`src/sv/plf_pkg.sv`:
```
// Shared types, constants and helper functions for the line follower controller.
// No dependencies; every other file in this folder refers to it by scoped names.
package plf_pkg;

   // Speed and correction limits.
   localparam int SpeedLimit    = 100;
   localparam int MinCorrection = 2;

   // Reciprocal of the gain divisor (100) in 20 fractional bits; exact for magnitudes
   // below 2**14.
   localparam int RecipScale = 10486;
   localparam int RecipShift = 20;

   // Number of line sensors and the index of the last one.
   localparam int SensorCount = 5;
   localparam logic [2:0] LastSensor = 3'(SensorCount - 1);

   // Configuration register indexes.
   typedef enum logic [2:0] {
      REG_BASE_FOLLOW = 3'd0,
      REG_BASE_ARC    = 3'd1,
      REG_KP_FOLLOW   = 3'd2,
      REG_KD_FOLLOW   = 3'd3,
      REG_KP_ARC      = 3'd4,
      REG_KD_ARC      = 3'd5
   } reg_index_type;

   // Register reset values.
   localparam logic [6:0] BaseFollowReset = 7'd50;
   localparam logic [6:0] BaseArcReset    = 7'd40;
   localparam logic [7:0] KpFollowReset   = 8'd30;
   localparam logic [7:0] KdFollowReset   = 8'd18;
   localparam logic [7:0] KpArcReset      = 8'd60;
   localparam logic [7:0] KdArcReset      = 8'd30;

   // Configuration register contents.
   typedef struct packed {
      logic [6:0] base_follow;
      logic [6:0] base_arc;
      logic [7:0] kp_follow;
      logic [7:0] kd_follow;
      logic [7:0] kp_arc;
      logic [7:0] kd_arc;
   } cfg_type;

   // Operands for the shared multiply-accumulate unit: result = mul_a * mul_b + addend.
   typedef struct packed {
      logic signed [15:0] mul_a;
      logic signed [15:0] mul_b;
      logic signed [31:0] addend;
   } alu_req_type;

   // One finished result.
   typedef struct packed {
      logic        line_lost;
      logic signed [5:0] line_error;
      logic signed [7:0] speed_right;
      logic signed [7:0] speed_left;
   } result_type;

   // Position weight of each sensor, from the left-most (bit zero) to the right-most.
   function automatic logic signed [5:0] sensor_weight(input logic [2:0] idx);
      logic signed [5:0] w;
      case (idx)
         3'd0:    w = 6'sd20;
         3'd1:    w = 6'sd10;
         3'd2:    w = 6'sd0;
         3'd3:    w = -6'sd10;
         3'd4:    w = -6'sd20;
         default: w = 6'sd0;
      endcase
      return w;
   endfunction

endpackage

```
`src/sv/plf_alu.sv`:
```
// Shared multiply-accumulate unit of the line follower controller.
// Depends on plf_pkg for the operand struct.
module plf_alu (
   input  plf_pkg::alu_req_type req,
   output logic signed [31:0]   result
);

   logic signed [31:0] product;

   // One signed 16 by 16 multiply followed by one add.
   assign product = req.mul_a * req.mul_b;
   assign result  = product + req.addend;

endmodule

```
`src/sv/plf_seq.sv`:
```
// Sequencer and working registers for one control step of the line follower.
// Depends on plf_pkg and drives the shared unit in plf_alu.
module plf_seq (
   input  logic                 clock,
   input  logic                 reset,
   input  plf_pkg::cfg_type     cfg,
   input  logic                 start,
   input  logic [4:0]           sensor_bits,
   input  logic                 gain_set,
   input  logic                 res_free,
   output logic                 ready,
   output logic                 done,
   output plf_pkg::result_type  result
);

   typedef enum logic [8:0] {
      ST_IDLE   = 9'b000000001,
      ST_SCAN   = 9'b000000010,
      ST_DIV    = 9'b000000100,
      ST_PMUL   = 9'b000001000,
      ST_DMUL   = 9'b000010000,
      ST_SCALE  = 9'b000100000,
      ST_LEFT   = 9'b001000000,
      ST_RIGHT  = 9'b010000000,
      ST_FINISH = 9'b100000000
   } state_type;

   state_type          state_ff, state_in;
   logic [4:0]         bits_ff, bits_in;
   logic               arc_ff, arc_in;
   logic [2:0]         idx_ff, idx_in;
   logic signed [6:0]  sum_ff, sum_in;
   logic [2:0]         hits_ff, hits_in;
   logic [2:0]         rem_ff, rem_in;
   logic [4:0]         quot_ff, quot_in;
   logic signed [5:0]  err_ff, err_in;
   logic signed [5:0]  prev_err_ff, prev_err_in;
   logic               lost_ff, lost_in;
   logic signed [15:0] acc_ff, acc_in;
   logic signed [8:0]  corr_ff, corr_in;
   logic signed [7:0]  left_ff, left_in;
   logic signed [7:0]  right_ff, right_in;

   plf_pkg::alu_req_type alu_req;
   logic signed [31:0]   alu_res;

   logic [6:0]         base_w;
   logic [7:0]         kp_w;
   logic [7:0]         kd_w;
   logic               sum_neg_w;
   logic [6:0]         sum_abs_w;
   logic [4:0]         sum_mag_w;
   logic [3:0]         rem_shift_w;
   logic               trial_ok_w;
   logic [4:0]         quot_next_w;
   logic [2:0]         hits_next_w;
   logic signed [6:0]  derr_w;
   logic [15:0]        acc_abs_w;
   logic [7:0]         q_w;
   logic signed [8:0]  corr_raw_w;
   logic signed [8:0]  corr_min_w;

   // Clamp a sum to the speed range.
   function automatic logic signed [7:0] saturate_speed(input logic signed [31:0] v);
      logic signed [7:0] s;
      if (v > 32'sd100) begin
         s = 8'(plf_pkg::SpeedLimit);
      end else if (v < -32'sd100) begin
         s = -8'(plf_pkg::SpeedLimit);
      end else begin
         s = v[7:0];
      end
      return s;
   endfunction

   plf_alu u_alu (
      .req    (alu_req),
      .result (alu_res)
   );

   // Gain set selection.
   assign base_w = arc_ff ? cfg.base_arc : cfg.base_follow;
   assign kp_w   = arc_ff ? cfg.kp_arc   : cfg.kp_follow;
   assign kd_w   = arc_ff ? cfg.kd_arc   : cfg.kd_follow;

   // Sign and magnitude of the weighted sum for the restoring divider.
   assign sum_neg_w   = sum_ff[6];
   assign sum_abs_w   = sum_neg_w ? 7'(-sum_ff) : 7'(sum_ff);
   assign sum_mag_w   = sum_abs_w[4:0];
   assign rem_shift_w = {rem_ff, sum_mag_w[idx_ff]};
   assign trial_ok_w  = ~alu_res[31];
   assign quot_next_w = {quot_ff[3:0], trial_ok_w};

   // Hit count including the sensor being scanned this cycle.
   assign hits_next_w = bits_ff[idx_ff] ? hits_ff : 3'(hits_ff + 3'd1);

   // Difference term.
   assign derr_w = 7'(err_ff) - 7'(prev_err_ff);

   // Scaling of the accumulated correction by one hundredth, truncated toward zero.
   assign acc_abs_w  = acc_ff[15] ? 16'(-acc_ff) : 16'(acc_ff);
   assign q_w        = alu_res[plf_pkg::RecipShift +: 8];
   assign corr_raw_w = acc_ff[15] ? -$signed({1'b0, q_w}) : $signed({1'b0, q_w});

   // A nonzero error always gives at least the minimum correction in its own sign.
   always_comb begin
      corr_min_w = corr_raw_w;
      if ((err_ff > 6'sd0) && (corr_raw_w < 9'(plf_pkg::MinCorrection))) begin
         corr_min_w = 9'(plf_pkg::MinCorrection);
      end else if ((err_ff < 6'sd0) && (corr_raw_w > -9'(plf_pkg::MinCorrection))) begin
         corr_min_w = -9'(plf_pkg::MinCorrection);
      end
   end

   // Operand selection for the shared unit.
   always_comb begin
      alu_req.mul_a  = 16'sd0;
      alu_req.mul_b  = 16'sd0;
      alu_req.addend = 32'sd0;
      unique case (state_ff)
         ST_SCAN: begin
            alu_req.mul_a  = 16'(plf_pkg::sensor_weight(idx_ff));
            alu_req.mul_b  = 16'sd1;
            alu_req.addend = 32'(sum_ff);
         end
         ST_DIV: begin
            alu_req.mul_a  = $signed({13'd0, hits_ff});
            alu_req.mul_b  = -16'sd1;
            alu_req.addend = $signed({28'd0, rem_shift_w});
         end
         ST_PMUL: begin
            alu_req.mul_a  = $signed({8'd0, kp_w});
            alu_req.mul_b  = 16'(err_ff);
         end
         ST_DMUL: begin
            alu_req.mul_a  = $signed({8'd0, kd_w});
            alu_req.mul_b  = 16'(derr_w);
            alu_req.addend = 32'(acc_ff);
         end
         ST_SCALE: begin
            alu_req.mul_a  = $signed({2'd0, acc_abs_w[13:0]});
            alu_req.mul_b  = 16'(plf_pkg::RecipScale);
         end
         ST_LEFT: begin
            alu_req.mul_a  = 16'(corr_ff);
            alu_req.mul_b  = 16'sd1;
            alu_req.addend = $signed({25'd0, base_w});
         end
         ST_RIGHT: begin
            alu_req.mul_a  = 16'(corr_ff);
            alu_req.mul_b  = -16'sd1;
            alu_req.addend = $signed({25'd0, base_w});
         end
         default: begin
         end
      endcase
   end

   // Sequencer: scan, divide unless the line is lost, multiply, scale, form both wheel commands, hand off.
   always_comb begin
      state_in    = state_ff;
      bits_in     = bits_ff;
      arc_in      = arc_ff;
      idx_in      = idx_ff;
      sum_in      = sum_ff;
      hits_in     = hits_ff;
      rem_in      = rem_ff;
      quot_in     = quot_ff;
      err_in      = err_ff;
      prev_err_in = prev_err_ff;
      lost_in     = lost_ff;
      acc_in      = acc_ff;
      corr_in     = corr_ff;
      left_in     = left_ff;
      right_in    = right_ff;
      done        = 1'b0;
      unique case (state_ff)
         ST_IDLE: begin
            if (start) begin
               bits_in  = sensor_bits;
               arc_in   = gain_set;
               idx_in   = 3'd0;
               sum_in   = 7'sd0;
               hits_in  = 3'd0;
               state_in = ST_SCAN;
            end
         end
         ST_SCAN: begin
            if (!bits_ff[idx_ff]) begin
               sum_in = alu_res[6:0];
            end
            hits_in = hits_next_w;
            if (idx_ff == plf_pkg::LastSensor) begin
               if (hits_next_w == 3'd0) begin
                  err_in   = prev_err_ff;
                  lost_in  = 1'b1;
                  state_in = ST_PMUL;
               end else begin
                  lost_in  = 1'b0;
                  idx_in   = plf_pkg::LastSensor;
                  rem_in   = 3'd0;
                  quot_in  = 5'd0;
                  state_in = ST_DIV;
               end
            end else begin
               idx_in = idx_ff + 3'd1;
            end
         end
         ST_DIV: begin
            rem_in  = trial_ok_w ? alu_res[2:0] : rem_shift_w[2:0];
            quot_in = quot_next_w;
            if (idx_ff == 3'd0) begin
               err_in   = sum_neg_w ? -$signed({1'b0, quot_next_w})
                                    : $signed({1'b0, quot_next_w});
               state_in = ST_PMUL;
            end else begin
               idx_in = idx_ff - 3'd1;
            end
         end
         ST_PMUL: begin
            acc_in   = alu_res[15:0];
            state_in = ST_DMUL;
         end
         ST_DMUL: begin
            acc_in   = alu_res[15:0];
            state_in = ST_SCALE;
         end
         ST_SCALE: begin
            corr_in  = corr_min_w;
            state_in = ST_LEFT;
         end
         ST_LEFT: begin
            left_in  = saturate_speed(alu_res);
            state_in = ST_RIGHT;
         end
         ST_RIGHT: begin
            right_in = saturate_speed(alu_res);
            state_in = ST_FINISH;
         end
         ST_FINISH: begin
            if (res_free) begin
               done        = 1'b1;
               prev_err_in = err_ff;
               state_in    = ST_IDLE;
            end
         end
         default: begin
            state_in = ST_IDLE;
         end
      endcase
   end

   // Control state and the kept error.
   always_ff @(posedge clock) begin
      if (reset) begin
         state_ff    <= ST_IDLE;
         prev_err_ff <= 6'sd0;
      end else begin
         state_ff    <= state_in;
         prev_err_ff <= prev_err_in;
      end
   end

   // Working registers.
   always_ff @(posedge clock) begin
      bits_ff  <= bits_in;
      arc_ff   <= arc_in;
      idx_ff   <= idx_in;
      sum_ff   <= sum_in;
      hits_ff  <= hits_in;
      rem_ff   <= rem_in;
      quot_ff  <= quot_in;
      err_ff   <= err_in;
      lost_ff  <= lost_in;
      acc_ff   <= acc_in;
      corr_ff  <= corr_in;
      left_ff  <= left_in;
      right_ff <= right_in;
   end

   assign ready              = (state_ff == ST_IDLE);
   assign result.line_lost   = lost_ff;
   assign result.line_error  = err_ff;
   assign result.speed_right = right_ff;
   assign result.speed_left  = left_ff;

endmodule

```
`src/sv/pd_line_follower.sv`:
```
// One shared multiply-accumulate unit takes the weighted sum, the divider trials,
// the gain products, the scaling and both wheel sums; a lost line skips the divider.
// Requests are taken one at a time, only while the sequencer is idle; a new request
// is taken while an earlier result still waits in the output.
// Reset (synchronous, active high) loads the register reset values, clears the kept
// error to zero and empties the output stage.
module pd_line_follower (
   input  logic        clock,
   input  logic        reset,
   // Request channel.
   input  logic        req_tvalid,
   output logic        req_tready,
   input  logic [7:0]  req_tdata,   // [4:0] sensor_bits
   input  logic        req_tuser,   // [0] gain_set
   // Result channel.
   output logic        rsp_tvalid,
   input  logic        rsp_tready,
   output logic [23:0] rsp_tdata,   // [7:0] speed_left, [15:8] speed_right,
                                    // [21:16] line_error, [22] line_lost
   // Configuration write port.
   input  logic        csr_we,
   input  logic [2:0]  csr_addr,
   input  logic [7:0]  csr_wdata
);

   plf_pkg::cfg_type    cfg_ff, cfg_in;
   plf_pkg::result_type result;
   plf_pkg::result_type rsp_data_ff, rsp_data_in;
   logic                rsp_valid_ff, rsp_valid_in;
   logic                seq_ready;
   logic                seq_done;
   logic                res_free;

   // Configuration register writes; unknown indexes are dropped.
   always_comb begin
      cfg_in = cfg_ff;
      if (csr_we) begin
         unique case (plf_pkg::reg_index_type'(csr_addr))
            plf_pkg::REG_BASE_FOLLOW: cfg_in.base_follow = csr_wdata[6:0];
            plf_pkg::REG_BASE_ARC:    cfg_in.base_arc    = csr_wdata[6:0];
            plf_pkg::REG_KP_FOLLOW:   cfg_in.kp_follow   = csr_wdata;
            plf_pkg::REG_KD_FOLLOW:   cfg_in.kd_follow   = csr_wdata;
            plf_pkg::REG_KP_ARC:      cfg_in.kp_arc      = csr_wdata;
            plf_pkg::REG_KD_ARC:      cfg_in.kd_arc      = csr_wdata;
            default: begin
            end
         endcase
      end
   end

   always_ff @(posedge clock) begin
      if (reset) begin
         cfg_ff.base_follow <= plf_pkg::BaseFollowReset;
         cfg_ff.base_arc    <= plf_pkg::BaseArcReset;
         cfg_ff.kp_follow   <= plf_pkg::KpFollowReset;
         cfg_ff.kd_follow   <= plf_pkg::KdFollowReset;
         cfg_ff.kp_arc      <= plf_pkg::KpArcReset;
         cfg_ff.kd_arc      <= plf_pkg::KdArcReset;
      end else begin
         cfg_ff <= cfg_in;
      end
   end

   // The output stage can take a new result when empty or being drained.
   assign res_free   = ~rsp_valid_ff | rsp_tready;
   assign req_tready = seq_ready;

   plf_seq u_seq (
      .clock       (clock),
      .reset       (reset),
      .cfg         (cfg_ff),
      .start       (req_tvalid & seq_ready),
      .sensor_bits (req_tdata[4:0]),
      .gain_set    (req_tuser),
      .res_free    (res_free),
      .ready       (seq_ready),
      .done        (seq_done),
      .result      (result)
   );

   // Output register.
   always_comb begin
      rsp_valid_in = rsp_valid_ff;
      rsp_data_in  = rsp_data_ff;
      if (seq_done) begin
         rsp_valid_in = 1'b1;
         rsp_data_in  = result;
      end else if (rsp_tready) begin
         rsp_valid_in = 1'b0;
      end
   end

   always_ff @(posedge clock) begin
      if (reset) begin
         rsp_valid_ff <= 1'b0;
      end else begin
         rsp_valid_ff <= rsp_valid_in;
      end
   end

   always_ff @(posedge clock) begin
      rsp_data_ff <= rsp_data_in;
   end

   assign rsp_tvalid = rsp_valid_ff;
   assign rsp_tdata  = {1'b0, rsp_data_ff};

endmodule

```
`config.mk`:
```
export PLATFORM = sky130hd
export DESIGN_NAME = pd_line_follower
export DESIGN_NICKNAME = d
export VERILOG_FILES = /design/src/sv/plf_pkg.sv /design/src/sv/plf_alu.sv /design/src/sv/plf_seq.sv /design/src/sv/pd_line_follower.sv
export SDC_FILE = /design/constraint.sdc
export NUM_CORES = 1
export LEC_CHECK = 0
export BUFFER_PORTS_ARGS = -buffer_cell sky130_fd_sc_hd__buf_2
export CAP_MARGIN = 20
export CORE_ASPECT_RATIO = 1.75
export CORE_MARGIN = 1.5
export CORE_UTILIZATION = 50
export CTS_BUF_LIST = sky130_fd_sc_hd__clkbuf_4 sky130_fd_sc_hd__clkbuf_8 sky130_fd_sc_hd__clkbuf_16
export DETAILED_ROUTE_END_ITERATION = 16
export PLACE_DENSITY = 0.69
export SLEW_MARGIN = 10
export SYNTH_ARGS = -nofsm -noshare
export SYNTH_HDL_FRONTEND = slang
export SYNTH_HIERARCHICAL = 1
export SYNTH_SLANG_ARGS = --single-unit
```
`constraint.sdc`:
```
create_clock -name clock -period 8.8 [get_ports clock]
set_input_delay 0.88 -clock clock [delete_from_list [all_inputs] [get_ports clock]]
set_output_delay 0.88 -clock clock [all_outputs]
set_load 0.05 [all_outputs]
```
==> results of run 1 <==
## cells in the final DEF (no fill, tap or decap), types with 10 or more instances in the layout
cell type / synthesis / layout
nand4_1: 15 / 15
dfxtp_1: 62 / 59
nor2_2: 1 / 10
a21o_1: 18 / 18
ha_4: 0 / 17
edfxtp_1: 97 / 97
buf_4: 3 / 219
nor2b_1: 15 / 14
o21ai_1: 16 / 16
nand2_1: 214 / 211
inv_1: 360 / 350
clkbuf_16: 0 / 20
ha_1: 116 / 95
o21ai_0: 30 / 25
buf_2: 13 / 48
mux2i_1: 65 / 65
a21oi_1: 56 / 45
buf_12: 0 / 20
xor2_1: 33 / 32
nor2_1: 92 / 81
a21oi_2: 7 / 14
fa_1: 293 / 285
nand2b_1: 53 / 51
xnor2_1: 39 / 36
nor3_1: 15 / 11
and2_1: 134 / 129
## registers in the layout, summed over array words and instances, names as in the netlist, 4 cells and up
name	count
rsp_tdata	23
u_seq/corr_ff	9
u_seq/left_ff	8
u_seq/acc_ff	16
u_seq/quot_ff	4
u_seq/err_ff	6
u_seq/prev_err_ff	6
u_seq/right_ff	8
u_seq/bits_ff	5
cfg_ff	46
u_seq/sum_ff	7
u_seq/state_ff	9
## metrics by stage
stage               setup slack, ps  instances
finish                          236       2737
global route                  -57.6       2736
CTS                            6.11       2714
detailed placement             -737       2674
global placement               -505       2673
floorplan                      7.67       2003
## layout make-up
class / instances / share of cell area
clock inverters: 13 / 0.00691
well taps: 485 / 0.0258
clock buffers: 19 / 0.0190
multi-input cells: 1396 / 0.605
inverters: 361 / 0.0579
repair buffers: 303 / 0.109
flip-flops and latches: 159 / 0.177
diodes: 1 / 0.000106
## worst max path at each step
stage	to	cells past startpoint
2_1_floorplan	u_seq/corr_ff[1]	32
3_3_place_gp	u_seq/corr_ff[1]	35
3_5_place_dp	u_seq/corr_ff[1]	35
4_1_cts	u_seq/right_ff[7]	37
5_1_grt	u_seq/corr_ff[0]	36
6_report	u_seq/corr_ff[1]	33
## what timing repair did
action                                  4_1_cts  5_1_grt
gates resized for setup                      41      112
cloned                                        1        3
endpoints found under the setup margin       35       33
setup buffers                                 7       18
pin swaps                                    13       83
## power groups by stage
| stage | registers, W | logic, W | clock network, W |
|---|---|---|---|
| 2_1_floorplan | 0.000866 | 0.000306 | 0 |
| 5_1_grt | 0.000868 | 0.000572 | 0.000794 |
| 6_report | 0.000865 | 0.000533 | 0.000759 |
| 3_3_place_gp | 0.000878 | 0.000470 | 0 |
| 3_5_place_dp | 0.000879 | 0.000481 | 0 |
| 4_1_cts | 0.000863 | 0.000496 | 0.000764 |
## routing by layer
metal / track usage / up-vias / share of wire
li1: - / 6865 / -
met1: 0.245 / 7581 / 0.32
met2: 0.519 / 401 / 0.58
met3: 0.0264 / 173 / 0.031
met4: 0.162 / 0 / 0.066
met5: 0 / - / 0
## kinds of logic after synthesis
kind of cell,after synthesis
AND/OR/NAND/NOR,608
buffers and inverters,448
adder cells (fa/ha/maj),409
AO/OA/AOI/OAI,229
flip-flops,159
multiplexers,76
XOR/XNOR,73
other,1
==> results.py, run 1 <==
metrics = {
    "status": {
        "outcome": "complete, no violations",
    },
    "detailed_routing": {
        "drcViolationCount": 0,
        "dr.pass1.iters": 5,
        "via_per_inst": 5.49,
        "ant_nets": 0,
        "route.vias.total": 15000,
        "wl_per_cell_um": 19.0,
        "drt_iter0_drc": 712,
        "drt_wl_total_um": 52000,
    },
    "synthesis": {
        "synth-xor-area-share": 0.0333,
        "synth_edf_count": 97,
        "synth_top_family_by_area": "adder cells",
        "yosysMostFrequentCell": "inv_1",
        "synth_top_cell_by_area": "fa_1",
        "ys_top_cells_by_area": "fa_1 (30%), edfxtp_1 (15%), ha_1 (7.5%), inv_1 (7.0%), dfxtp_1 (6.4%)",
        "synth_mux_area_frac": 0.0406,
        "syn_inst": 2003,
        "synth_seq_cells": 159,
        "yosysWarnings": 6,
        "yosys.area_share.simple": 0.163,
        "synth_area_um2": 19400,
        "syn_avg_cell_area_um2": 9.70,
        "synth_nets": 2437,
        "synth_fa_ha_area_frac": 0.377,
        "synth_top_area_frac": 0.302,
        "synth_common_cells": "inv_1 (360), fa_1 (293), nand2_1 (214), and2_1 (134), ha_1 (116)",
        "synth.yosys.seq_area_share": 0.214,
        "synth_compound_area_frac": 0.0818,
        "async_reset_ff_frac": 0,
        "synthFlopType": "edfxtp_1",
        "yosysUniqueCellTypes": 96,
    },
    "timing": {
        "clock_skew_ps": 10.6,
        "finalSetupTns_ps": 0,
        "timing.final.crit_share": 0.973,
        "hold_ws_ps": 419,
        "final-setup-viol-count": 0,
        "relSlewSlack": 0.326,
        "min_period_ps": 8560,
        "worstMarginPinSlew_ps": 1000,
        "fmax_ghz": 0.117,
        "rsz0062_at_grt": "yes",
        "slew_viol_final": 0,
        "final-hold-violation-count": 0,
    },
    "worst_setup_path": {
        "crit_path_start_kind": "flip-flop",
        "cpLargestDelayFamily": "adder cells",
        "cp_slowest_cell": "fa_1",
        "reg2reg_to": "u_seq/corr_ff[1]",
        "crit_type": "flip-flop to flip-flop",
        "crit_path_frequent_cell": "fa_1",
        "path_buf_inv": 9,
        "cp_max_fo": 9,
        "arrival_ps": 8740,
        "crit_required_ps": 8980,
        "worst_path_largest_cell_delay_ps": 600,
        "regToRegSetupSlack_ps": 240,
        "r2r_cells": 33,
        "startpoint": "u_seq/state_ff[3]",
        "worstReg2RegStart": "u_seq/state_ff[3]",
        "cp-end-kind": "flip-flop",
    },
    "power": {
        "combPwrFrac": 0.247,
        "swShare": 0.294,
        "power_density_nw_per_um2": 91.7,
        "power.net_switching_w": 0.000634,
        "vdd.ir_drop.worst_mv": 0.128,
        "p_total_w": 0.00216,
        "power_frac_seq": 0.401,
        "intPower_w": 0.00152,
        "clockPowerShare": 0.352,
        "power_leakage_nw": 11.3,
    },
    "clocking": {
        "cts_tree": "yes",
        "cts_max_path_buffers": 2,
        "cts_hold_buf": 0,
        "clock-sinks": 159,
        "clk_latency_ps": 440,
        "ctsRootBufferMaster": "clkbuf_16",
        "clk_pin_slew_ps": 60,
        "cts_made_buffers": 17,
        "htree_num_levels": 4,
    },
    "floorplan": {
        "die_x_um": 152,
        "dieArea_um2": 40100,
        "num_rows": 95,
        "die_y_um": 264,
        "start_util": 0.506,
        "pin_count": 51,
        "core_um2": 38400,
    },
    "placed_design": {
        "place_congestion": 0.915,
        "post-dp-hpwl_um": 42100,
        "placed_area_um2": 21800,
        "port_buffers": 46,
    },
    "global_routing": {
        "grt_overflow": 0,
        "grt_start_max_net_pins": 76,
        "antenna_found_initial": 0,
        "track_usage": 0.259,
        "grt_pass1_wl_um": 81300,
        "grt_pass1_vias": 16300,
    },
    "cells_and_area": {
        "multi_input_area_um2": 14200,
        "area_delta_synth_final_pct": 21.1,
        "stdcell_area_um2": 23500,
        "seqCellArea_um2": 4160,
        "utilization": 0.613,
        "nNetsFinal": 2672,
        "fill_cells": 3127,
        "layout-drive-gt1-share": 0.221,
    },
    "min_path": {
        "min_path_type": "flip-flop to flip-flop",
        "hold_depth": 0,
        "min_to": "rsp_tdata[11]",
        "hp-start": "u_seq/right_ff[3]",
    },
    "flow_run": {
        "maxCapViolCount": 0,
    },
}
Note: power is estimated with default switching activity, not from simulation.
==> run 2: changes to the inputs <==
Settings changed: CELL_PAD_IN_SITES_DETAIL_PLACEMENT from default to 1, CELL_PAD_IN_SITES_GLOBAL_PLACEMENT from default to 2, CORE_UTILIZATION 50 to 38, PLACE_DENSITY 0.69 to default, PLACE_DENSITY_LB_ADDON from default to 0.1.
==> run 2 against run 1 <==
Compared with the run above:
- sequential power up 0.6%
- clock skew up 4.6 ps
- fmax down 3.0%
- register-to-register slack worse by 270 ps
- sequential cell count unchanged
- utilization down 12 points
- total power up 4.2%
- critical path depth up 6
- global-route usage down 1.5 points
- cell count up 10%
- the flow now finishes with violations (setup timing)
==> results.py, run 2 (synthesis gave the netlist of run 1 again) <==
metrics = {
    "status": {
        "outcome": "finished, violations left",
        "violations": "setup timing",
    },
    "clocking": {
        "clk_pin_slew_ps": 80,
        "clock-sinks": 159,
        "htree_num_levels": 4,
        "cts_tree": "yes",
        "cts_made_buffers": 17,
        "cts_hold_buf": 0,
        "ctsRootBufferMaster": "clkbuf_16",
        "cts_max_path_buffers": 2,
        "clk_latency_ps": 460,
    },
    "cells_and_area": {
        "layout_commonest_cell": "inv_1",
        "fill_cells": 5702,
        "layout-drive-gt1-share": 0.263,
        "layout_common_cells": "inv_1 (339), buf_4 (295), fa_1 (282)",
        "regMostFlops": "cfg_ff",
        "nNetsFinal": 2765,
        "diodes": 0,
        "largest_register_ff_count": 46,
        "area_delta_synth_final_pct": 27.1,
    },
    "timing": {
        "fmax_ghz": 0.113,
        "relSlewSlack": 0.346,
        "hold_ws_ps": 422,
        "clock_skew_ps": 15.1,
        "timing.final.ws_setup_ps": -29.1,
        "rsz0062_at_grt": "yes",
        "min_period_ps": 8830,
        "timing.final.crit_share": 1.00,
        "final-hold-violation-count": 0,
        "final-setup-viol-count": 3,
        "slew_viol_final": 0,
        "worstMarginPinSlew_ps": 972,
    },
    "detailed_routing": {
        "drt_wl_total_um": 61900,
        "ant_nets": 0,
        "via_per_inst": 5.03,
        "wl_per_cell_um": 20.6,
        "route.vias.total": 15100,
        "drt_iter0_drc": 514,
        "drcViolationCount": 0,
        "dr.pass1.iters": 4,
    },
    "power": {
        "p_total_w": 0.00225,
        "power_density_nw_per_um2": 91.0,
        "power_leakage_nw": 11.8,
        "vdd.ir_drop.worst_mv": 0.143,
    },
    "global_routing": {
        "grt_overflow": 0,
        "grt_start_max_net_pins": 76,
        "antenna_found_initial": 1,
        "grt_pass1_vias": 17500,
        "grt_pass1_wl_um": 97100,
        "track_usage": 0.243,
    },
    "worst_setup_path": {
        "r2r_cells": 39,
        "regToRegSetupSlack_ps": -30,
        "crit_path_start_kind": "flip-flop",
        "cp-end-kind": "flip-flop",
        "crit_cells": 39,
        "path_buf_inv": 10,
        "crit_path_frequent_cell": "fa_1",
        "worst_path_largest_cell_delay_ps": 540,
        "arrival_ps": 9040,
        "crit_type": "flip-flop to flip-flop",
        "crit_required_ps": 9010,
        "reg2reg_to": "u_seq/corr_ff[1]",
        "worstReg2RegStart": "u_seq/err_ff[0]",
        "cpLargestDelayFamily": "adder cells",
        "cp_slowest_cell": "or4_4",
        "cp_max_fo": 8,
    },
    "floorplan": {
        "dieArea_um2": 52500,
        "core_um2": 50500,
        "die_y_um": 302,
        "die_x_um": 174,
        "pin_count": 51,
        "start_util": 0.385,
        "num_rows": 109,
    },
    "min_path": {
        "hold_depth": 0,
        "hp-start": "u_seq/left_ff[4]",
        "min_path_type": "flip-flop to flip-flop",
        "min_to": "rsp_tdata[4]",
    },
    "flow_run": {
        "maxCapViolCount": 0,
    },
    "placed_design": {
        "place_congestion": 0.858,
        "post-dp-hpwl_um": 50500,
        "port_buffers": 46,
    },
}
==> run 2: cell count changes in the layout (fill, tap and decap cells not counted), sizes merged <==
cell	before	now
diode	1	0
bufinv	3	1
clkbuf	22	18
a211o	3	4
clkinvlp	4	1
buf	300	393
inv	360	368
clkinv	7	6
bufbuf	0	1
==> run 2: worst register-to-register path, delay by kind of cell, from the launching register on <==
| family | cells | cell delay [ps] |
|---|---|---|
| simple gates | 6 | 1240 |
| fa+ha+maj | 9 | 3520 |
| buf+inv | 10 | 1010 |
| compound gates | 12 | 1990 |
| xor+xnor | 1 | 150 |
| flops | 1 | 370 |
| mux | 1 | 320 |
==> run 2: per-stage QoR <==
step	utilization	cell area (µm²)	std cells	setup TNS, ps	setup WS [ps]
floorplan	-	19400	2003	0	7.67
global placement	0.449	22700	2928	-9050	-422
detailed placement	0.449	22700	2928	-15180	-683
CTS	0.476	24000	2991	-25.4	-25.4
global route	0.489	24700	3010	-5980	-375
finish	0.489	24700	3010	-40.1	-29.1
==> run 2: worst max path at each step <==
stage                                   to  slack [ps]         startpoint
after CTS                 u_seq/corr_ff[1]         -30    u_seq/err_ff[0]
final                     u_seq/corr_ff[1]         -30    u_seq/err_ff[0]
after detailed placement  u_seq/corr_ff[6]        -680    u_seq/err_ff[0]
after global placement    u_seq/corr_ff[1]        -420    u_seq/err_ff[0]
after floorplan           u_seq/corr_ff[1]           8  u_seq/state_ff[8]
after global routing      u_seq/corr_ff[1]        -380    u_seq/err_ff[0]
==> run 2: report_power, final <==
| group | internal, W | total, W | switching (W) |
|---|---|---|---|
| Sequential | 0.000833 | 0.000870 | 0.0000364 |
| Combinational | 0.000261 | 0.000580 | 0.000319 |
| Clock | 0.000416 | 0.000797 | 0.000381 |
| Total | 0.00151 | 0.00225 | 0.000736 |
==> run 2: final cells by class <==
class,count,area [µm²],share of cell area
Clock inverter,15,203,0.00821
Sequential cell,159,4160,0.168
Inverter,361,1360,0.0550
Timing Repair Buffer,395,3380,0.137
Clock buffer,17,425,0.0172
Multi-Input combinational cell,1397,14300,0.580
Tap cell,666,833,0.0338
==> run 2: per-layer routing <==
layer / part of all wire / track usage / wire [µm] / vias up
li1: - / - / - / 7048
met1: 0.35 / 0.236 / 21400 / 7812
met2: 0.61 / 0.519 / 37700 / 179
met3: 0.011 / 0.0143 / 677 / 95
met4: 0.035 / 0.0973 / 2160 / 0
met5: 0 / 0 / 0 / -
==> run 2: timing repair <==
action,4_1_cts,5_1_grt
resized for setup,101,103
setup buffers,31,16
pin swaps,51,67
cloned,2,1
endpoints found under the setup margin,33,33
